## src/hdl/lcdns_pkg.sv

```systemverilog
// Package for the character LCD nibble sequencer.
// Holds request codes, byte selections, timing constants and the
// controller/datapath command and status structures. No dependencies.
package lcdns_pkg;

  // Request codes on the command field of an input beat.
  typedef enum logic [2:0] {
    CMD_INIT   = 3'd0,
    CMD_INS    = 3'd1,
    CMD_DATA   = 3'd2,
    CMD_GOTO   = 3'd3,
    CMD_CLEAR  = 3'd4,
    CMD_GLYPH  = 3'd5,
    CMD_NUMBER = 3'd6,
    CMD_NONE   = 3'd7
  } cmd_t;

  // Source of the byte that the next pair of strobes carries.
  typedef enum logic [3:0] {
    SEL_INIT33,
    SEL_INIT32,
    SEL_INIT28,
    SEL_DISP0C,
    SEL_CLR01,
    SEL_HOME80,
    SEL_RAW_INS,
    SEL_RAW_DATA,
    SEL_GOTO,
    SEL_CGRAM,
    SEL_DIGIT
  } sel_t;

  // Configuration register indexes.
  localparam int unsigned CFG_IDX_W = 2;
  localparam logic [CFG_IDX_W-1:0] REG_ROW0_BASE = 2'd0;
  localparam logic [CFG_IDX_W-1:0] REG_ROW1_BASE = 2'd1;
  localparam logic [CFG_IDX_W-1:0] REG_ROW2_BASE = 2'd2;
  localparam logic [CFG_IDX_W-1:0] REG_ROW3_BASE = 2'd3;

  localparam logic [7:0] ROW0_RESET = 8'h00;
  localparam logic [7:0] ROW1_RESET = 8'h40;
  localparam logic [7:0] ROW2_RESET = 8'h14;
  localparam logic [7:0] ROW3_RESET = 8'h54;

  // Instruction bytes.
  localparam logic [7:0] BYTE_INIT33 = 8'h33;
  localparam logic [7:0] BYTE_INIT32 = 8'h32;
  localparam logic [7:0] BYTE_FUNC28 = 8'h28;
  localparam logic [7:0] BYTE_DISP0C = 8'h0C;
  localparam logic [7:0] BYTE_CLR01  = 8'h01;
  localparam logic [7:0] BYTE_HOME80 = 8'h80;

  // Settle times in milliseconds.
  localparam logic [5:0] SETTLE_POWER = 6'd40;
  localparam logic [5:0] SETTLE_INIT  = 6'd10;
  localparam logic [5:0] SETTLE_PULSE = 6'd2;

  // Reciprocal of ten: q = (t * RECIP10) >> RECIP_SHIFT is exact for 32-bit t.
  localparam logic [31:0] RECIP10     = 32'hCCCC_CCCD;
  localparam int unsigned RECIP_SHIFT = 35;

  // Digit index and count fields; wide enough for the largest digit limit.
  localparam int unsigned DIG_FIELD_W = 5;

  // Controller to datapath.
  typedef struct packed {
    logic                   load;
    logic                   div_mul;
    logic                   div_store;
    logic                   emit;
    sel_t                   sel;
    logic                   half;
    logic                   last;
    logic [DIG_FIELD_W-1:0] digit_idx;
    logic [7:0]             col_offset;
  } dp_cmd_t;

  // Datapath to controller.
  typedef struct packed {
    cmd_t                   command;
    logic                   slot_high;
    logic                   glyph_row_zero;
    logic                   div_done;
    logic [DIG_FIELD_W-1:0] digit_count;
    logic                   out_free;
  } dp_stat_t;

endpackage

```

## src/hdl/lcdns_req_if.sv

```systemverilog
// Request channel interface of the character LCD nibble sequencer.
// Carries valid, ready and one request beat; uses lcdns_pkg for the code type.
interface lcdns_req_if;
  logic                valid;
  logic                ready;
  lcdns_pkg::cmd_t     command;
  logic [31:0]         value;
  logic [1:0]          row;
  logic [7:0]          column;
  logic [3:0]          slot;
  logic [2:0]          glyph_row;

  modport source (output valid, command, value, row, column, slot, glyph_row, input ready);
  modport sink   (input valid, command, value, row, column, slot, glyph_row, output ready);
endinterface

```

## src/hdl/lcdns_strobe_if.sv

```systemverilog
// Strobe channel interface of the character LCD nibble sequencer.
// Carries valid, ready and one enable-strobe beat. No dependencies.
interface lcdns_strobe_if;
  logic       valid;
  logic       ready;
  logic       reg_select;
  logic [3:0] nibble;
  logic [5:0] settle_ms;
  logic       last;

  modport source (output valid, reg_select, nibble, settle_ms, last, input ready);
  modport sink   (input valid, reg_select, nibble, settle_ms, last, output ready);
endinterface

```

## src/hdl/lcdns_dp.sv

```systemverilog
// Datapath of the character LCD nibble sequencer: row base registers,
// request latch, divide-by-ten unit with digit store, and the strobe register.
// Depends on lcdns_pkg.
module lcdns_dp #(
  parameter int unsigned MAX_DIGITS = 10
) (
  input  logic                              clk,
  input  logic                              rst_n,
  input  logic                              cfg_we,
  input  logic [lcdns_pkg::CFG_IDX_W-1:0]   cfg_index,
  input  logic [7:0]                        cfg_wdata,
  input  lcdns_pkg::cmd_t                   in_command,
  input  logic [31:0]                       in_value,
  input  logic [1:0]                        in_row,
  input  logic [7:0]                        in_column,
  input  logic [3:0]                        in_slot,
  input  logic [2:0]                        in_glyph_row,
  output logic                              out_valid,
  input  logic                              out_ready,
  output logic                              out_reg_select,
  output logic [3:0]                        out_nibble,
  output logic [5:0]                        out_settle_ms,
  output logic                              out_last,
  input  lcdns_pkg::dp_cmd_t                cmd,
  output lcdns_pkg::dp_stat_t               stat
);

  localparam int unsigned IDX_W = (MAX_DIGITS > 1) ? $clog2(MAX_DIGITS) : 1;
  localparam int unsigned CNT_W = $clog2(MAX_DIGITS + 1);

  logic [7:0]       row_base_r [4];
  lcdns_pkg::cmd_t  command_r;
  logic [7:0]       byte_r;
  logic [1:0]       row_r;
  logic [7:0]       column_r;
  logic [2:0]       slot_r;
  logic             slot_high_r;
  logic             grow_zero_r;
  logic [31:0]      t_r;
  logic [31:0]      q_r;
  logic [CNT_W-1:0] cnt_r;
  logic [3:0]       digits_r [MAX_DIGITS];
  logic [3:0]       digit_rd_r;
  logic             out_valid_r;
  logic             rs_r;
  logic [3:0]       nibble_r;
  logic [5:0]       settle_r;
  logic             last_r;

  logic [63:0]      prod;
  logic [31:0]      rem;
  logic [7:0]       addr;
  logic [7:0]       cur_byte;
  logic             cur_rs;
  logic [5:0]       cur_settle;

  // Row base registers, written from the configuration port.
  always_ff @(posedge clk) begin
    if (!rst_n) begin
      row_base_r[0] <= lcdns_pkg::ROW0_RESET;
      row_base_r[1] <= lcdns_pkg::ROW1_RESET;
      row_base_r[2] <= lcdns_pkg::ROW2_RESET;
      row_base_r[3] <= lcdns_pkg::ROW3_RESET;
    end else if (cfg_we) begin
      unique case (cfg_index)
        lcdns_pkg::REG_ROW0_BASE: row_base_r[0] <= cfg_wdata;
        lcdns_pkg::REG_ROW1_BASE: row_base_r[1] <= cfg_wdata;
        lcdns_pkg::REG_ROW2_BASE: row_base_r[2] <= cfg_wdata;
        lcdns_pkg::REG_ROW3_BASE: row_base_r[3] <= cfg_wdata;
        default: ;
      endcase
    end
  end

  // One divide step: the multiply is registered, then the remainder is stored.
  assign prod = 64'(t_r) * 64'(lcdns_pkg::RECIP10);
  assign rem  = t_r - (q_r << 3) - (q_r << 1);

  // Request latch, divider and digit store.
  always_ff @(posedge clk) begin
    if (cmd.load) begin
      command_r   <= in_command;
      byte_r      <= in_value[7:0];
      row_r       <= in_row;
      column_r    <= in_column;
      slot_r      <= in_slot[2:0];
      slot_high_r <= in_slot[3];
      grow_zero_r <= (in_glyph_row == 3'd0);
      t_r         <= in_value;
      cnt_r       <= '0;
    end else if (cmd.div_mul) begin
      q_r <= 32'(prod >> lcdns_pkg::RECIP_SHIFT);
    end else if (cmd.div_store) begin
      digits_r[cnt_r[IDX_W-1:0]] <= rem[3:0];
      t_r                        <= q_r;
      cnt_r                      <= cnt_r + CNT_W'(1);
    end
    digit_rd_r <= digits_r[cmd.digit_idx[IDX_W-1:0]];
  end

  // Display address for a goto, with the column offset of a number digit.
  assign addr = row_base_r[row_r] + column_r + cmd.col_offset;

  // Byte, register select and settle time of the strobe being issued.
  always_comb begin
    cur_byte = lcdns_pkg::BYTE_HOME80;
    cur_rs   = 1'b0;
    unique case (cmd.sel)
      lcdns_pkg::SEL_INIT33:   cur_byte = lcdns_pkg::BYTE_INIT33;
      lcdns_pkg::SEL_INIT32:   cur_byte = lcdns_pkg::BYTE_INIT32;
      lcdns_pkg::SEL_INIT28:   cur_byte = lcdns_pkg::BYTE_FUNC28;
      lcdns_pkg::SEL_DISP0C:   cur_byte = lcdns_pkg::BYTE_DISP0C;
      lcdns_pkg::SEL_CLR01:    cur_byte = lcdns_pkg::BYTE_CLR01;
      lcdns_pkg::SEL_HOME80:   cur_byte = lcdns_pkg::BYTE_HOME80;
      lcdns_pkg::SEL_RAW_INS:  cur_byte = byte_r;
      lcdns_pkg::SEL_RAW_DATA: begin
        cur_byte = byte_r;
        cur_rs   = 1'b1;
      end
      lcdns_pkg::SEL_GOTO:     cur_byte = lcdns_pkg::BYTE_HOME80 | addr;
      lcdns_pkg::SEL_CGRAM:    cur_byte = {2'b01, slot_r, 3'b000};
      lcdns_pkg::SEL_DIGIT: begin
        cur_byte = {4'h3, digit_rd_r};
        cur_rs   = 1'b1;
      end
      default: ;
    endcase

    cur_settle = lcdns_pkg::SETTLE_PULSE;
    if (!cmd.half) begin
      case (cmd.sel) inside
        lcdns_pkg::SEL_INIT33: cur_settle = lcdns_pkg::SETTLE_POWER;
        lcdns_pkg::SEL_INIT32,
        lcdns_pkg::SEL_INIT28: cur_settle = lcdns_pkg::SETTLE_INIT;
        default: ;
      endcase
    end
  end

  // Strobe register: loaded when free, held while the receiver stalls.
  always_ff @(posedge clk) begin
    if (!rst_n) begin
      out_valid_r <= 1'b0;
    end else if (cmd.emit) begin
      out_valid_r <= 1'b1;
    end else if (out_ready) begin
      out_valid_r <= 1'b0;
    end
    if (cmd.emit) begin
      rs_r     <= cur_rs;
      nibble_r <= cmd.half ? cur_byte[3:0] : cur_byte[7:4];
      settle_r <= cur_settle;
      last_r   <= cmd.last;
    end
  end

  assign out_valid      = out_valid_r;
  assign out_reg_select = rs_r;
  assign out_nibble     = nibble_r;
  assign out_settle_ms  = settle_r;
  assign out_last       = last_r;

  // Status back to the controller.
  always_comb begin
    stat                = '0;
    stat.command        = command_r;
    stat.slot_high      = slot_high_r;
    stat.glyph_row_zero = grow_zero_r;
    stat.div_done       = ((cnt_r != '0) && (t_r == 32'd0)) ||
                          (cnt_r == CNT_W'(MAX_DIGITS));
    stat.digit_count    = lcdns_pkg::DIG_FIELD_W'(cnt_r);
    stat.out_free       = !out_valid_r || out_ready;
  end

endmodule

```

## src/hdl/lcdns_ctrl.sv

```systemverilog
// Controller of the character LCD nibble sequencer: walks each request
// through its byte list and drives the datapath. Depends on lcdns_pkg.
module lcdns_ctrl #(
  parameter int unsigned MAX_DIGITS = 10
) (
  input  logic                 clk,
  input  logic                 rst_n,
  input  logic                 in_valid,
  output logic                 in_ready,
  input  lcdns_pkg::dp_stat_t  stat,
  output lcdns_pkg::dp_cmd_t   cmd
);

  localparam int unsigned IDX_W = (MAX_DIGITS > 1) ? $clog2(MAX_DIGITS) : 1;

  typedef enum logic [2:0] {
    ST_IDLE,
    ST_DECODE,
    ST_DIV_MUL,
    ST_DIV_STORE,
    ST_EMIT
  } state_t;

  state_t           state_r;
  logic [2:0]       step_r;
  logic             half_r;
  logic [IDX_W-1:0] k_r;

  lcdns_pkg::sel_t  sel;
  logic             final_byte;
  logic             last_digit;
  logic [lcdns_pkg::DIG_FIELD_W-1:0] k_ext;

  assign k_ext      = lcdns_pkg::DIG_FIELD_W'(k_r);
  assign last_digit = (k_ext == stat.digit_count - lcdns_pkg::DIG_FIELD_W'(1));

  // Byte list of each request: selection and whether this is its final byte.
  always_comb begin
    sel        = lcdns_pkg::SEL_RAW_INS;
    final_byte = 1'b1;
    unique case (stat.command)
      lcdns_pkg::CMD_INIT: begin
        final_byte = (step_r == 3'd5);
        unique case (step_r)
          3'd0:    sel = lcdns_pkg::SEL_INIT33;
          3'd1:    sel = lcdns_pkg::SEL_INIT32;
          3'd2:    sel = lcdns_pkg::SEL_INIT28;
          3'd3:    sel = lcdns_pkg::SEL_DISP0C;
          3'd4:    sel = lcdns_pkg::SEL_CLR01;
          default: sel = lcdns_pkg::SEL_HOME80;
        endcase
      end
      lcdns_pkg::CMD_INS:  sel = lcdns_pkg::SEL_RAW_INS;
      lcdns_pkg::CMD_DATA: sel = lcdns_pkg::SEL_RAW_DATA;
      lcdns_pkg::CMD_GOTO: sel = lcdns_pkg::SEL_GOTO;
      lcdns_pkg::CMD_CLEAR: begin
        final_byte = (step_r != 3'd0);
        sel        = (step_r == 3'd0) ? lcdns_pkg::SEL_CLR01 : lcdns_pkg::SEL_HOME80;
      end
      lcdns_pkg::CMD_GLYPH: begin
        final_byte = (step_r != 3'd0);
        sel        = (step_r == 3'd0) ? lcdns_pkg::SEL_CGRAM : lcdns_pkg::SEL_RAW_DATA;
      end
      lcdns_pkg::CMD_NUMBER: begin
        final_byte = step_r[0] && last_digit;
        sel        = step_r[0] ? lcdns_pkg::SEL_DIGIT : lcdns_pkg::SEL_GOTO;
      end
      default: ;
    endcase
  end

  // Commands to the datapath.
  always_comb begin
    cmd            = '0;
    cmd.load       = (state_r == ST_IDLE) && in_valid;
    cmd.div_mul    = (state_r == ST_DIV_MUL) && !stat.div_done;
    cmd.div_store  = (state_r == ST_DIV_STORE);
    cmd.emit       = (state_r == ST_EMIT) && stat.out_free;
    cmd.sel        = sel;
    cmd.half       = half_r;
    cmd.last       = final_byte && half_r;
    cmd.digit_idx  = k_ext;
    cmd.col_offset = (stat.command == lcdns_pkg::CMD_NUMBER) ?
                     8'(stat.digit_count - lcdns_pkg::DIG_FIELD_W'(1) - k_ext) : 8'd0;
  end

  assign in_ready = (state_r == ST_IDLE);

  // Sequencer state.
  always_ff @(posedge clk) begin
    if (!rst_n) begin
      state_r <= ST_IDLE;
      step_r  <= 3'd0;
      half_r  <= 1'b0;
      k_r     <= '0;
    end else begin
      unique case (state_r)
        ST_IDLE: begin
          if (in_valid) begin
            state_r <= ST_DECODE;
          end
        end
        ST_DECODE: begin
          half_r <= 1'b0;
          k_r    <= '0;
          // A glyph row other than the first skips the CGRAM address byte.
          step_r <= ((stat.command == lcdns_pkg::CMD_GLYPH) && !stat.glyph_row_zero) ?
                    3'd1 : 3'd0;
          unique case (stat.command) inside
            lcdns_pkg::CMD_INIT,
            lcdns_pkg::CMD_INS,
            lcdns_pkg::CMD_DATA,
            lcdns_pkg::CMD_GOTO,
            lcdns_pkg::CMD_CLEAR: state_r <= ST_EMIT;
            lcdns_pkg::CMD_GLYPH: begin
              // A slot beyond the eight custom glyphs gives no strobes.
              if (stat.slot_high) begin
                state_r <= ST_IDLE;
              end else begin
                state_r <= ST_EMIT;
              end
            end
            lcdns_pkg::CMD_NUMBER: state_r <= ST_DIV_MUL;
            default: state_r <= ST_IDLE;
          endcase
        end
        ST_DIV_MUL: begin
          state_r <= stat.div_done ? ST_EMIT : ST_DIV_STORE;
        end
        ST_DIV_STORE: begin
          state_r <= ST_DIV_MUL;
        end
        ST_EMIT: begin
          if (stat.out_free) begin
            if (!half_r) begin
              half_r <= 1'b1;
            end else begin
              half_r <= 1'b0;
              if (final_byte) begin
                state_r <= ST_IDLE;
              end else begin
                step_r <= step_r + 3'd1;
                if ((stat.command == lcdns_pkg::CMD_NUMBER) && step_r[0]) begin
                  k_r <= k_r + IDX_W'(1);
                end
              end
            end
          end
        end
        default: state_r <= ST_IDLE;
      endcase
    end
  end

endmodule

```

## src/hdl/char_lcd_nibble_sequencer.sv

```systemverilog
// Top level of the character LCD nibble sequencer.
// Instantiates lcdns_ctrl and lcdns_dp; uses lcdns_pkg and both channel interfaces.
//
// Usage: a request beat on in_ch (init, instruction byte, data byte, goto,
// clear, glyph row or decimal number) becomes a run of enable-strobe beats
// on out_ch, high nibble first, each with register select, settle time in
// milliseconds and a last flag on the final strobe of the request. The user
// must write row base addresses through cfg_we/cfg_index/cfg_wdata only
// while idle; the block does not enforce this. Timing: in_ch.ready is high
// only between requests. A request is latched and decoded before its first
// strobe is registered; after that one strobe a cycle while out_ch.ready
// stays high. A number first runs the divide-by-ten unit for each digit (a
// registered multiply, then a remainder store). The next request is taken
// the cycle after the last strobe is registered. Reset returns the controller
// to idle, drops out_ch.valid and restores the row bases to 0, 64, 20 and
// 84. When the receiver stalls, the strobe is held unchanged in the output
// register and the sequencer waits.
module char_lcd_nibble_sequencer #(
  parameter int unsigned MAX_DIGITS = 10
) (
  input  logic                            clk,
  input  logic                            rst_n,
  input  logic                            cfg_we,
  input  logic [lcdns_pkg::CFG_IDX_W-1:0] cfg_index,
  input  logic [7:0]                      cfg_wdata,
  lcdns_req_if.sink                       in_ch,
  lcdns_strobe_if.source                  out_ch
);

  lcdns_pkg::dp_cmd_t  dp_cmd;
  lcdns_pkg::dp_stat_t dp_stat;

  // Sequencing control.
  lcdns_ctrl #(
    .MAX_DIGITS (MAX_DIGITS)
  ) u_ctrl (
    .clk      (clk),
    .rst_n    (rst_n),
    .in_valid (in_ch.valid),
    .in_ready (in_ch.ready),
    .stat     (dp_stat),
    .cmd      (dp_cmd)
  );

  // Registers, divider and strobe output.
  lcdns_dp #(
    .MAX_DIGITS (MAX_DIGITS)
  ) u_dp (
    .clk            (clk),
    .rst_n          (rst_n),
    .cfg_we         (cfg_we),
    .cfg_index      (cfg_index),
    .cfg_wdata      (cfg_wdata),
    .in_command     (in_ch.command),
    .in_value       (in_ch.value),
    .in_row         (in_ch.row),
    .in_column      (in_ch.column),
    .in_slot        (in_ch.slot),
    .in_glyph_row   (in_ch.glyph_row),
    .out_valid      (out_ch.valid),
    .out_ready      (out_ch.ready),
    .out_reg_select (out_ch.reg_select),
    .out_nibble     (out_ch.nibble),
    .out_settle_ms  (out_ch.settle_ms),
    .out_last       (out_ch.last),
    .cmd            (dp_cmd),
    .stat           (dp_stat)
  );

endmodule

```

## src/flat_wrapper.sv

```systemverilog
// flat-port wrapper written by rule: the top's interface ports become plain ports
module char_lcd_nibble_sequencer_flat 
#(
  parameter int unsigned MAX_DIGITS = 10
)
  (clk, rst_n, cfg_we, cfg_index, cfg_wdata, in_ch_valid, in_ch_command, in_ch_value, in_ch_row, in_ch_column, in_ch_slot, in_ch_glyph_row, in_ch_ready, out_ch_valid, out_ch_reg_select, out_ch_nibble, out_ch_settle_ms, out_ch_last, out_ch_ready);
  lcdns_req_if in_ch_i ();
  lcdns_strobe_if out_ch_i ();
  input  logic clk;
  input  logic rst_n;
  input  logic cfg_we;
  input  logic [lcdns_pkg::CFG_IDX_W-1:0] cfg_index;
  input  logic [7:0] cfg_wdata;
  input wire logic [$bits(in_ch_i.valid)-1:0] in_ch_valid;
  input wire logic [$bits(in_ch_i.command)-1:0] in_ch_command;
  input wire logic [$bits(in_ch_i.value)-1:0] in_ch_value;
  input wire logic [$bits(in_ch_i.row)-1:0] in_ch_row;
  input wire logic [$bits(in_ch_i.column)-1:0] in_ch_column;
  input wire logic [$bits(in_ch_i.slot)-1:0] in_ch_slot;
  input wire logic [$bits(in_ch_i.glyph_row)-1:0] in_ch_glyph_row;
  output wire logic [$bits(in_ch_i.ready)-1:0] in_ch_ready;
  output wire logic [$bits(out_ch_i.valid)-1:0] out_ch_valid;
  output wire logic [$bits(out_ch_i.reg_select)-1:0] out_ch_reg_select;
  output wire logic [$bits(out_ch_i.nibble)-1:0] out_ch_nibble;
  output wire logic [$bits(out_ch_i.settle_ms)-1:0] out_ch_settle_ms;
  output wire logic [$bits(out_ch_i.last)-1:0] out_ch_last;
  input wire logic [$bits(out_ch_i.ready)-1:0] out_ch_ready;
  assign in_ch_i.valid = in_ch_valid;
  assign in_ch_i.command = in_ch_command;
  assign in_ch_i.value = in_ch_value;
  assign in_ch_i.row = in_ch_row;
  assign in_ch_i.column = in_ch_column;
  assign in_ch_i.slot = in_ch_slot;
  assign in_ch_i.glyph_row = in_ch_glyph_row;
  assign in_ch_ready = in_ch_i.ready;
  assign out_ch_valid = out_ch_i.valid;
  assign out_ch_reg_select = out_ch_i.reg_select;
  assign out_ch_nibble = out_ch_i.nibble;
  assign out_ch_settle_ms = out_ch_i.settle_ms;
  assign out_ch_last = out_ch_i.last;
  assign out_ch_i.ready = out_ch_ready;
  char_lcd_nibble_sequencer #(.MAX_DIGITS(MAX_DIGITS)) u_core (.clk(clk), .rst_n(rst_n), .cfg_we(cfg_we), .cfg_index(cfg_index), .cfg_wdata(cfg_wdata), .in_ch(in_ch_i), .out_ch(out_ch_i));
endmodule
```

## config.mk

```make
export PLATFORM = sky130hd
export DESIGN_NAME = char_lcd_nibble_sequencer_flat
export DESIGN_NICKNAME = d
export VERILOG_FILES = /design/src/hdl/lcdns_pkg.sv /design/src/hdl/lcdns_req_if.sv /design/src/hdl/lcdns_strobe_if.sv /design/src/hdl/lcdns_dp.sv /design/src/hdl/lcdns_ctrl.sv /design/src/hdl/char_lcd_nibble_sequencer.sv /design/src/flat_wrapper.sv
export SDC_FILE = /design/constraint.sdc
export NUM_CORES = 1
export LEC_CHECK = 0
export BUFFER_PORTS_ARGS = -buffer_cell sky130_fd_sc_hd__buf_2
export CORE_MARGIN = 3
export CORE_UTILIZATION = 55
export CTS_BUF_LIST = sky130_fd_sc_hd__clkbuf_16
export CTS_CLUSTER_SIZE = 16
export DETAILED_ROUTE_END_ITERATION = 12
export GPL_TIMING_DRIVEN = 0
export PLACE_DENSITY = 0.83
export SLEW_MARGIN = 20
export SYNTH_ARGS = -nofsm -noshare
export SYNTH_HDL_FRONTEND = slang
export SYNTH_SLANG_ARGS = --single-unit
```

## constraint.sdc

```tcl
create_clock -name clk -period 9.43 [get_ports clk]
set_input_delay 1.886 -clock clk [delete_from_list [all_inputs] [get_ports clk]]
set_output_delay 1.886 -clock clk [all_outputs]
set_load 0.02 [all_outputs]
```

### After elaboration in Yosys (flattened, before gate mapping)

Memories as Yosys holds them, arrays and structs flattened. A register that Yosys moved wholly into a read port is not among the register bits.
Cells that the tools add are included.

* add/subtract/negate cells: 10
* multiply operators: 1
* equality and inequality tests: 36
* mux-type cells: 64
* bitwise gates (word level): 6
* reduce and logical (&&, ||, !) cells: 38

Operators with widths (count)
* two-way mux 32 bit: 3
* case mux 8 bit (9 select lines): 1
* multiplier 32 x 32 -> 64 bit, second input constant: 1
* logical NOT 32 bit: 1
* two-way mux 8 bit: 4
* case mux 3 bit (5 select lines): 2
* two-way mux 1 bit: 28
* two-way mux 4 bit: 7
* two-way mux 3 bit: 9
* case mux 4 bit (6 select lines): 1
* equality test 3 x 2 -> 1 bit, second input constant: 6
* equality test 3 bit, second input constant: 6
* equality test 4 bit, second input constant: 4
* adder 7 bit: 2
* equality test 4 x 3 -> 1 bit, second input constant: 3
* logical NOT 3 bit: 4
* != test 2 bit, second input constant: 5
* OR reduction 2 bit: 5
* subtractor 4 x 1 -> 5 bit, second input constant: 2
* equality test 3 x 1 -> 1 bit, second input constant: 3
* case mux 3 bit (3 select lines): 1
* adder 4 x 1 -> 4 bit, second input constant: 2
* equality test 4 x 2 -> 1 bit, second input constant: 2
* logical AND 1 bit: 8
* other kinds (28): 45

* register bits: 114
* bits in writable memories: 72
* bits of input ports: 67
* output and inout port bits: 14
* word-level logic and storage cells: 177
* memories kept: 2

Memories
* u_core.u_dp.digits_r: words 10, bits a word 4, rd ports 1, clocked after memory_dff 1, wr ports 1, RTL line lcdns_dp.sv:42 `logic [3:0] digits_r [MAX_DIGITS];`
* u_core.u_dp.row_base_r: words 4, bits a word 8, rd ports 1, clocked after memory_dff 1, wr ports 4, RTL line lcdns_dp.sv:31 `logic [7:0] row_base_r [4];`

### Logic depth before layout (Yosys ltp)

Gate-level depths: netlist of run 1.

* word-level depth: 8
* mapped depth: 26
* mapped depth without buffers: 26

### By module

From an unflattened synthesis of run 1, not the netlist that was laid out.

* cells, all modules: 2345
* area, all modules: 25609.6 µm²

Modules (own cells, without submodules)
* lcdns_dp: times used 1, cells each 2174, area an instance 24347.1 µm², sequential area each 5114.9 µm²
* lcdns_ctrl: times used 1, cells each 171, area an instance 1262.5 µm², sequential area each 220.2 µm²

### Worst setup path before layout of run 1

OpenSTA, ideal clock, no wires.

* path kind: flip-flop to flip-flop
* from: register u_core.u_dp.t_r[9]
* to: register u_core.u_dp.q_r[19] (data pin)
* library setup time: 0.258 ns
* data arrival time: 6.757 ns
* required time: 9.172 ns
* slack: 2.415 ns
* cell stages (with the launch flop): 24
* path buffers: 1
* clock period less this slack: 7.015 ns
* cells stage by stage: edfxtp_1 > ha_1 > clkbuf_1 > xor2_1 > ha_1 > a21o_1 > fa_1 > inv_1 > fa_1 > inv_1 > fa_1 > fa_1 > fa_1 > fa_1 > ha_1 > and4_4 > and3_1 > o31a_1 > and4_4 > a2111oi_4 > o41ai_2 > a21o_1 > o31a_1 > xnor2_1

* longest elaborated chain between the ends: 1

Ends and longest elaborated chain
* start, declared: RTL line lcdns_dp.sv:39 `logic [31:0] t_r;`
* start signal, assigned: RTL line lcdns_dp.sv:89 `t_r <= in_value;`
* start signal, assigned: RTL line lcdns_dp.sv:95 `t_r <= q_r;`
* multiplier 32 x 32 -> 64 bit: RTL line lcdns_dp.sv:76 `assign prod = 64'(t_r) * 64'(lcdns_pkg::RECIP10);`
* net u_core.u_dp.prod[54]: RTL line lcdns_dp.sv:50 `logic [63:0] prod;`
* end signal, assigned: RTL line lcdns_dp.sv:92 `q_r <= 32'(prod >> lcdns_pkg::RECIP_SHIFT);`
* end, declared: RTL line lcdns_dp.sv:40 `logic [31:0] q_r;`

The timed path passes the listed nets, and every way through them passes these cells.
A chain may end at the register's enable or synchronous reset.

### Final worst setup path of run 1

* from: register u_core.u_dp.t_r[19]
* to: register u_core.u_dp.q_r[23] (data pin)

Same word-level chain as after synthesis.

==> run_summary.xml, run 1 <==
<?xml version="1.0" encoding="UTF-8"?>
<metrics>
  <group name="drt">
    <metric name="first_iter_violations" unit="">1544</metric>
    <metric name="num_vias" unit="">17400</metric>
    <metric name="detail_route.first_pass.iterations" unit="">7</metric>
    <metric name="aggregate_routed_wire_length" unit="um">68900</metric>
    <metric name="drcViolationCount" unit="">0</metric>
    <metric name="mean_number_of_vias_per_cell" unit="">5.71</metric>
    <metric name="detail-route-antenna-nets" unit="">0</metric>
    <metric name="wire_per_inst" unit="um">22.6</metric>
  </group>
  <group name="cells_and_area">
    <metric name="diodes" unit="">0</metric>
    <metric name="synthToLayoutAreaGrowth" unit="%">7.11</metric>
    <metric name="fillers" unit="">3675</metric>
    <metric name="design.final.nets" unit="">3285</metric>
    <metric name="post_route_cells_drive_above_1_share" unit="%">7.18</metric>
  </group>
  <group name="cts">
    <metric name="clock-sinks" unit="">185</metric>
    <metric name="cts_made_buffers" unit="">17</metric>
    <metric name="post_cts_resized" unit="">0</metric>
    <metric name="clock_tree.root_cell" unit="">sky130_fd_sc_hd__clkbuf_16</metric>
    <metric name="cts-hold-fix-buffers" unit="">0</metric>
    <metric name="cts.clk_slew.worst_paths" unit="ns">0.07</metric>
    <metric name="post-cts-setup-buffer-count" unit="">0</metric>
    <metric name="worst_skew_late_latency" unit="ns">0.45</metric>
    <metric name="clock_path_buffers" unit="">2</metric>
    <metric name="cts-htree-levels" unit="">4</metric>
    <metric name="clock_tree_from_tritoncts" unit="">yes</metric>
  </group>
  <group name="synth">
    <metric name="synth-warning-count" unit="">0</metric>
    <metric name="post_synth_main_area_contributors" unit="">sky130_fd_sc_hd__fa_1, sky130_fd_sc_hd__edfxtp_1, sky130_fd_sc_hd__ha_1</metric>
    <metric name="postSynthRegisterBits" unit="">185</metric>
    <metric name="number_of_synthesized_flops_with_an_enable_pin" unit="">163</metric>
    <metric name="synth.cells.most_frequent" unit="">sky130_fd_sc_hd__inv_1, sky130_fd_sc_hd__fa_1, sky130_fd_sc_hd__ha_1</metric>
    <metric name="ys.flop_type" unit="">sky130_fd_sc_hd__edfxtp_1</metric>
    <metric name="fraction_of_synthesis_flops_using_an_asynchronous_set_or_reset_pin" unit="%">0</metric>
    <metric name="ys_seq_area_share" unit="%">21.0</metric>
    <metric name="postSynthAreaPerCell" unit="sq um">10.9</metric>
    <metric name="yosysMostFrequentCell" unit="">sky130_fd_sc_hd__inv_1</metric>
    <metric name="yosysUniqueCellTypes" unit="">68</metric>
    <metric name="netlist.area_leader.share" unit="%">31.1</metric>
    <metric name="synthDominantAreaCellType" unit="">sky130_fd_sc_hd__fa_1</metric>
    <metric name="mappedNetlistArea" unit="sq mm">0.0254</metric>
    <metric name="post_synth_inst_count" unit="">2337</metric>
  </group>
  <group name="global_routing">
    <metric name="grtUsageMet2" unit="%">47.6</metric>
    <metric name="grt_antenna_before_repair" unit="">2</metric>
    <metric name="busiest_layer" unit="">met2</metric>
    <metric name="first_global_vias" unit="">18700</metric>
    <metric name="grt_max_degree" unit="">31</metric>
    <metric name="gr-usage-met1" unit="%">37.7</metric>
    <metric name="global_route.overflow_total" unit="">0</metric>
    <metric name="grt_pass1_wl" unit="um">107000</metric>
    <metric name="grt_use_total" unit="%">28.7</metric>
    <metric name="grt.met3_usage" unit="%">5.33</metric>
  </group>
  <group name="floorplanning">
    <metric name="floorplan.core_area" unit="sq mm">0.0455</metric>
    <metric name="die_width" unit="um">221</metric>
    <metric name="floorplan.io_pins" unit="">81</metric>
    <metric name="die_y" unit="um">221</metric>
    <metric name="design.die.area" unit="sq mm">0.0488</metric>
    <metric name="fp-row-count" unit="">78</metric>
    <metric name="starting_density_of_the_core" unit="%">55.9</metric>
  </group>
  <group name="worst_setup_path">
    <metric name="rr_endpoint" unit="">u_core.u_dp.q_r[23]$_DFFE_PP_</metric>
    <metric name="worstSetupPathType" unit="">flip-flop to flip-flop</metric>
    <metric name="worstPathRequired" unit="ns">9.63</metric>
    <metric name="crit-reg2reg-launch" unit="">u_core.u_dp.t_r[19]$_DFFE_PP_</metric>
    <metric name="cp.arrival" unit="ns">9.16</metric>
    <metric name="reg2reg_slack" unit="ns">0.47</metric>
    <metric name="crit_path_max_fanout" unit="">6</metric>
    <metric name="worstRegToRegCells" unit="">23</metric>
    <metric name="crit_path_start_kind" unit="">flip-flop</metric>
    <metric name="critPathCaptureType" unit="">flip-flop</metric>
  </group>
  <group name="placement">
    <metric name="worst_setup_slack_post_dpl" unit="ns">0.746</metric>
    <metric name="detailed_place_hpwl" unit="um">58900</metric>
    <metric name="buffer_ports.inserted" unit="">75</metric>
    <metric name="gp_routability_congestion" unit="">0.997</metric>
  </group>
  <group name="timing">
    <metric name="totalNegativeSetupSlack" unit="ns">0</metric>
    <metric name="final.setup.worst_slack" unit="ns">0.475</metric>
    <metric name="rsz0062_at_grt" unit="">false</metric>
    <metric name="final_hold_viol_count" unit="">0</metric>
    <metric name="final-max-slew-violation-count" unit="">0</metric>
    <metric name="tightest_slew" unit="ns">1.03</metric>
    <metric name="maxSlewHeadroom" unit="%">31.4</metric>
    <metric name="clock-skew-final" unit="ns">0.0171</metric>
    <metric name="report.final.setup_viol" unit="">0</metric>
    <metric name="time_the_worst_path_needs_with_i_o_delays_and_setup" unit="ns">8.96</metric>
    <metric name="fin_crit_sh" unit="%">95.0</metric>
    <metric name="clock.fmax" unit="MHz">112</metric>
  </group>
  <group name="min_path">
    <metric name="worstHoldStart" unit="">u_core.u_dp.row_r[1]$_DFFE_PP_</metric>
    <metric name="hold_path_class" unit="">flip-flop to flip-flop</metric>
    <metric name="timing.hold.worst_path_depth" unit="">1</metric>
  </group>
  <group name="job">
    <metric name="max-cap-violations" unit="">0</metric>
  </group>
  <group name="run_status">
    <metric name="status" unit="">finished, final reports clean</metric>
  </group>
</metrics>
logic make-up (layout without fill, tap and decap cells):
family	Yosys count	in the layout	synth area share [%]
DFF	185	185	21.0
xor gates and xnor gates	99	99	3.41
and+or+nand+nor	306	306	6.21
muxes	47	47	2.74
buffers and inverters	635	747	9.42
other	1	3	0.0148
AOI/OAI and AO/OA	284	284	7.17
adders and majority gates	780	780	50.1
registers in the layout, summed over array words and instances, names as in the netlist, 2 cells and up, named ones only:
register and flops:
u_core.u_ctrl.k_r 4, u_core.u_dp.row_r 2, u_core.u_dp.digit_rd_r 4, u_core.u_dp.q_r 29
u_core.u_ctrl.state_r 3, u_core.u_dp.t_r 32, u_core.u_dp.byte_r 8, u_core.u_dp.out_settle_ms 3
u_core.u_dp.cnt_r 4, u_core.u_dp.row_base_r 28, u_core.u_dp.digits_r 40, u_core.u_dp.slot_r 3
u_core.u_dp.command_r 3, u_core.u_ctrl.step_r 3, u_core.u_dp.column_r 7, u_core.u_dp.out_nibble 4
through the flow:
stage | cells | hold slack (ns) | util [%] | cell area, sq um
finish | 3051 | 0.494 | 59.9 | 27200
global route | 3051 | 0.507 | 59.9 | 27200
CTS | 3051 | 0.496 | 59.9 | 27200
detailed placement | 3019 | 0.479 | 58.6 | 26600
global placement | 3014 | 0.459 | 58.4 | 26600
floorplan | 2339 | 0.449 | - | 25400
metal layers:
layer  vias up  wire [um]  part of all wire (%)
li1       7756          -                     -
met2       750      32700                    48
met3       184       5570                   8.1
met1      8741      27300                    40
met4         2       3250                   4.7
met5         -         13                 0.019
how the worst max path moves through the flow:
stage	start	endpoint	slack, ns	cells after the start
finish	u_core.u_dp.t_r[19]$_DFFE_PP_	u_core.u_dp.q_r[23]$_DFFE_PP_	0.47	23
global route	u_core.u_dp.t_r[10]$_DFFE_PP_	u_core.u_dp.q_r[25]$_DFFE_PP_	0.42	24
CTS	u_core.u_dp.t_r[19]$_DFFE_PP_	u_core.u_dp.q_r[23]$_DFFE_PP_	0.70	23
detailed placement	u_core.u_dp.t_r[19]$_DFFE_PP_	u_core.u_dp.q_r[23]$_DFFE_PP_	0.75	23
global placement	u_core.u_dp.t_r[20]$_DFFE_PP_	u_core.u_dp.q_r[23]$_DFFE_PP_	0.76	23
floorplan	u_core.u_dp.t_r[9]$_DFFE_PP_	u_core.u_dp.q_r[19]$_DFFE_PP_	2.42	23
placed cells by master, fill, tap and decap left out, types with 6 or more instances in the layout:
| cell | count |
|---|---|
| sky130_fd_sc_hd__or3_1 | 12 |
| sky130_fd_sc_hd__inv_1 | 597 |
| sky130_fd_sc_hd__a21o_1 | 35 |
| sky130_fd_sc_hd__a31oi_1 | 11 |
| sky130_fd_sc_hd__edfxtp_1 | 163 |
| sky130_fd_sc_hd__o21ai_0 | 56 |
| sky130_fd_sc_hd__nand2_1 | 89 |
| sky130_fd_sc_hd__buf_4 | 6 |
| sky130_fd_sc_hd__nand4_1 | 23 |
| sky130_fd_sc_hd__and2_1 | 49 |
| sky130_fd_sc_hd__mux4_2 | 15 |
| sky130_fd_sc_hd__xnor2_1 | 51 |
| sky130_fd_sc_hd__a21oi_1 | 92 |
| sky130_fd_sc_hd__nor2b_1 | 17 |
| sky130_fd_sc_hd__a211oi_1 | 10 |
| sky130_fd_sc_hd__o21bai_1 | 18 |
| sky130_fd_sc_hd__nor2_1 | 45 |
| sky130_fd_sc_hd__fa_1 | 395 |
| sky130_fd_sc_hd__dfxtp_1 | 22 |
| sky130_fd_sc_hd__clkbuf_1 | 33 |
| sky130_fd_sc_hd__o211ai_1 | 11 |
| sky130_fd_sc_hd__xor2_1 | 48 |
| sky130_fd_sc_hd__mux2_2 | 31 |
| sky130_fd_sc_hd__nand2b_1 | 9 |
| sky130_fd_sc_hd__ha_1 | 385 |
| sky130_fd_sc_hd__o21a_1 | 6 |
| sky130_fd_sc_hd__a221oi_1 | 7 |
| sky130_fd_sc_hd__nor3_1 | 18 |
| sky130_fd_sc_hd__and3_1 | 7 |
| sky130_fd_sc_hd__nand3_1 | 12 |
| sky130_fd_sc_hd__clkbuf_16 | 17 |
| sky130_fd_sc_hd__buf_2 | 75 |
layout make-up:
| cell class | instances | area, sq um | share of cell area [%] |
|---|---|---|---|
| flip-flops and latches | 185 | 5340 | 19.6 |
| multi-input cells | 1519 | 17700 | 65.0 |
| clock inverters | 15 | 176 | 0.648 |
| clock buffers | 17 | 425 | 1.56 |
| plain buffers | 38 | 155 | 0.570 |
| inverters | 597 | 2240 | 8.23 |
| well taps | 600 | 751 | 2.76 |
| repair buffers | 80 | 438 | 1.61 |
critical path, cell delays in order, from the launching register on:
cell and delay, ns:
sky130_fd_sc_hd__edfxtp_1 0.63, sky130_fd_sc_hd__ha_1 0.70, sky130_fd_sc_hd__inv_1 0.16, sky130_fd_sc_hd__fa_1 0.54, sky130_fd_sc_hd__inv_1 0.06, sky130_fd_sc_hd__fa_1 0.60
sky130_fd_sc_hd__inv_1 0.09, sky130_fd_sc_hd__fa_1 0.51, sky130_fd_sc_hd__inv_1 0.06, sky130_fd_sc_hd__fa_1 0.62, sky130_fd_sc_hd__fa_1 0.48, sky130_fd_sc_hd__fa_1 0.50
sky130_fd_sc_hd__inv_1 0.06, sky130_fd_sc_hd__fa_1 0.50, sky130_fd_sc_hd__inv_1 0.04, sky130_fd_sc_hd__ha_1 0.41, sky130_fd_sc_hd__nand4_1 0.41, sky130_fd_sc_hd__nor3_1 0.27
sky130_fd_sc_hd__nand4_1 0.28, sky130_fd_sc_hd__a211oi_1 0.70, sky130_fd_sc_hd__a21oi_1 0.43, sky130_fd_sc_hd__o21ai_0 0.38, sky130_fd_sc_hd__a21oi_1 0.13, sky130_fd_sc_hd__xnor2_1 0.14
Power of run 1 is not shown: default switching activity piles up to over one toggle a cycle in this logic, so the estimate is an artifact.
==> run 2, diff against run 1 <==
CORE_UTILIZATION = 35   (was 55)
PLACE_DENSITY = 0.61   (was 0.83)
==> run_summary.xml, run 2 (same netlist as run 1, synthesis figures left out) <==
<?xml version="1.0" encoding="UTF-8"?>
<metrics>
  <group name="run_status">
    <metric name="status" unit="">finished, final reports clean</metric>
  </group>
  <group name="placement">
    <metric name="detailed_place_hpwl" unit="um">59800</metric>
    <metric name="worst_setup_slack_post_dpl" unit="ns">0.0407</metric>
    <metric name="buffer_ports.inserted" unit="">75</metric>
    <metric name="gp_routability_congestion" unit="">0.998</metric>
  </group>
  <group name="timing">
    <metric name="rsz0062_at_grt" unit="">false</metric>
    <metric name="final.setup.worst_slack" unit="ns">0.110</metric>
    <metric name="time_the_worst_path_needs_with_i_o_delays_and_setup" unit="ns">9.32</metric>
    <metric name="tightest_slew" unit="ns">1.09</metric>
    <metric name="final_hold_viol_count" unit="">0</metric>
    <metric name="maxSlewHeadroom" unit="%">27.1</metric>
    <metric name="final-max-slew-violation-count" unit="">0</metric>
    <metric name="report.final.setup_viol" unit="">0</metric>
    <metric name="clock.fmax" unit="MHz">107</metric>
    <metric name="clock-skew-final" unit="ns">0.0155</metric>
    <metric name="fin_crit_sh" unit="%">98.8</metric>
  </group>
  <group name="drt">
    <metric name="num_vias" unit="">17000</metric>
    <metric name="drcViolationCount" unit="">0</metric>
    <metric name="aggregate_routed_wire_length" unit="um">68800</metric>
    <metric name="first_iter_violations" unit="">1321</metric>
    <metric name="detail-route-antenna-nets" unit="">0</metric>
    <metric name="wl_met1" unit="um">28800</metric>
    <metric name="detail_route.first_pass.iterations" unit="">7</metric>
    <metric name="wl_met2" unit="um">32600</metric>
    <metric name="mean_number_of_vias_per_cell" unit="">5.01</metric>
    <metric name="wire_per_inst" unit="um">20.2</metric>
    <metric name="detailroute.wirelength.met3" unit="um">4840</metric>
    <metric name="highest_routed_metal_layer" unit="">met4</metric>
  </group>
  <group name="global_routing">
    <metric name="global_route.overflow_total" unit="">0</metric>
    <metric name="grt_use_total" unit="%">18.7</metric>
    <metric name="first_global_vias" unit="">18500</metric>
    <metric name="grt_pass1_wl" unit="um">107000</metric>
    <metric name="grt_antenna_before_repair" unit="">2</metric>
    <metric name="grt_max_degree" unit="">26</metric>
  </group>
  <group name="worst_setup_path">
    <metric name="cp.arrival" unit="ns">9.57</metric>
    <metric name="reg2reg_slack" unit="ns">0.11</metric>
    <metric name="crit_path_cell_trace" unit="">ha_1 -&gt; inv_1 -&gt; fa_1 -&gt; inv_1 -&gt; fa_1 -&gt; inv_1 -&gt; fa_1 -&gt; inv_1 -&gt; fa_1 -&gt; fa_1 -&gt; fa_1 -&gt; inv_1 -&gt; fa_1 -&gt; inv_1 -&gt; ha_1 -&gt; nand4_1 -&gt; nor3_1 -&gt; nand4_1 -&gt; a211oi_2 -&gt; a21oi_1 -&gt; o211a_1 -&gt; o21ai_0 -&gt; xor2_1</metric>
    <metric name="critPathSlowestCell" unit="">sky130_fd_sc_hd__ha_1</metric>
    <metric name="worstSetupPathType" unit="">flip-flop to flip-flop</metric>
    <metric name="worstPathRequired" unit="ns">9.68</metric>
    <metric name="worst_stage_delay_on_the_critical_path" unit="ns">0.68</metric>
    <metric name="critPathCaptureType" unit="">flip-flop</metric>
    <metric name="cpMostUsedCell" unit="">sky130_fd_sc_hd__fa_1</metric>
    <metric name="crit_path_max_fanout" unit="">6</metric>
    <metric name="crit_path_start_kind" unit="">flip-flop</metric>
  </group>
  <group name="floorplanning">
    <metric name="die_y" unit="um">276</metric>
    <metric name="floorplan.core_area" unit="sq mm">0.0717</metric>
    <metric name="fp-row-count" unit="">98</metric>
    <metric name="floorplan.io_pins" unit="">81</metric>
    <metric name="design.die.area" unit="sq mm">0.0759</metric>
    <metric name="die_width" unit="um">276</metric>
    <metric name="starting_density_of_the_core" unit="%">35.4</metric>
  </group>
  <group name="cells_and_area">
    <metric name="diodes" unit="">0</metric>
    <metric name="post_route_cells_drive_above_1_share" unit="%">7.22</metric>
    <metric name="layout_commonest_cell" unit="">sky130_fd_sc_hd__inv_1</metric>
    <metric name="design.final.nets" unit="">3285</metric>
    <metric name="synthToLayoutAreaGrowth" unit="%">8.93</metric>
    <metric name="final_cell_mix" unit="">sky130_fd_sc_hd__inv_1, sky130_fd_sc_hd__fa_1, sky130_fd_sc_hd__ha_1</metric>
    <metric name="largest_register_ff_count" unit="">40</metric>
  </group>
  <group name="min_path">
    <metric name="hold_path_class" unit="">flip-flop to flip-flop</metric>
  </group>
  <group name="cts">
    <metric name="cts_made_buffers" unit="">17</metric>
    <metric name="cts-hold-fix-buffers" unit="">0</metric>
    <metric name="cts-htree-levels" unit="">4</metric>
    <metric name="clock_path_buffers" unit="">2</metric>
    <metric name="worst_skew_late_latency" unit="ns">0.45</metric>
    <metric name="clock-sinks" unit="">185</metric>
    <metric name="post_cts_resized" unit="">1</metric>
    <metric name="post-cts-setup-buffer-count" unit="">0</metric>
    <metric name="clock_tree_from_tritoncts" unit="">yes</metric>
    <metric name="cts.clk_slew.worst_paths" unit="ns">0.08</metric>
    <metric name="clock_tree.root_cell" unit="">sky130_fd_sc_hd__clkbuf_16</metric>
  </group>
  <group name="job">
    <metric name="max-cap-violations" unit="">0</metric>
  </group>
</metrics>
==> run 2: cell count changes in the layout (fill, tap and decap cells not counted), sizes merged <==
| cell | previous run | this run |
|---|---|---|
| clkinvlp | 2 | 1 |
| bufinv | 0 | 1 |
==> run 2: worst paths after layout <==
check                                        to  cells past startpoint                           start
setup / recovery  u_core.u_dp.q_r[27]$_DFFE_PP_                     23   u_core.u_dp.t_r[19]$_DFFE_PP_
hold / removal                        flip-flop                      1  u_core.u_dp.row_r[1]$_DFFE_PP_
setup reg to reg  u_core.u_dp.q_r[27]$_DFFE_PP_                     23   u_core.u_dp.t_r[19]$_DFFE_PP_
hold reg to reg                       flip-flop                      1  u_core.u_dp.row_r[1]$_DFFE_PP_
==> run 2: stage by stage <==
stage                     hold WS, ns  util (%)  instance area, sq um  TNS [ns]  std cells
after global routing            0.518      38.6                 27700         0       3401
after detailed placement        0.473      37.7                 27100         0       3369
after CTS                       0.490      38.6                 27700         0       3401
final                           0.489      38.6                 27700         0       3401
after floorplan                 0.449         -                 25400         0       2339
after global placement          0.454      37.6                 27000   -0.0384       3364
==> run 2: area by class of cell <==
| type | instances | area (sq um) |
|---|---|---|
| Clock inverter | 15 | 194 |
| Clock buffer | 17 | 425 |
| Timing Repair Buffer | 80 | 442 |
| Sequential cell | 185 | 5340 |
| Inverter | 597 | 2240 |
| Buffer | 38 | 155 |
| Tap cell | 950 | 1190 |
| Fill cell | 6977 | 44000 |
| Multi-Input combinational cell | 1519 | 17700 |
==> run 2: layer usage <==
layer  vias to the layer above  track usage (%)
li1                       7738                -
met1                      8611             24.6
met2                       596             31.2
met3                       104             3.31
met4                         0             6.24
met5                         -                0
==> run 2: critical path, delay by kind of cell (launching register included) <==
family	cells	cell delay, ns
adder cells (fa/ha/maj)	9	4.82
AO/OA/AOI/OAI	4	1.56
AND/OR/NAND/NOR	3	1.31
flip-flops	1	0.63
buffers and inverters	6	0.44
XOR/XNOR	1	0.32
Power of run 2 is left out for the same reason.
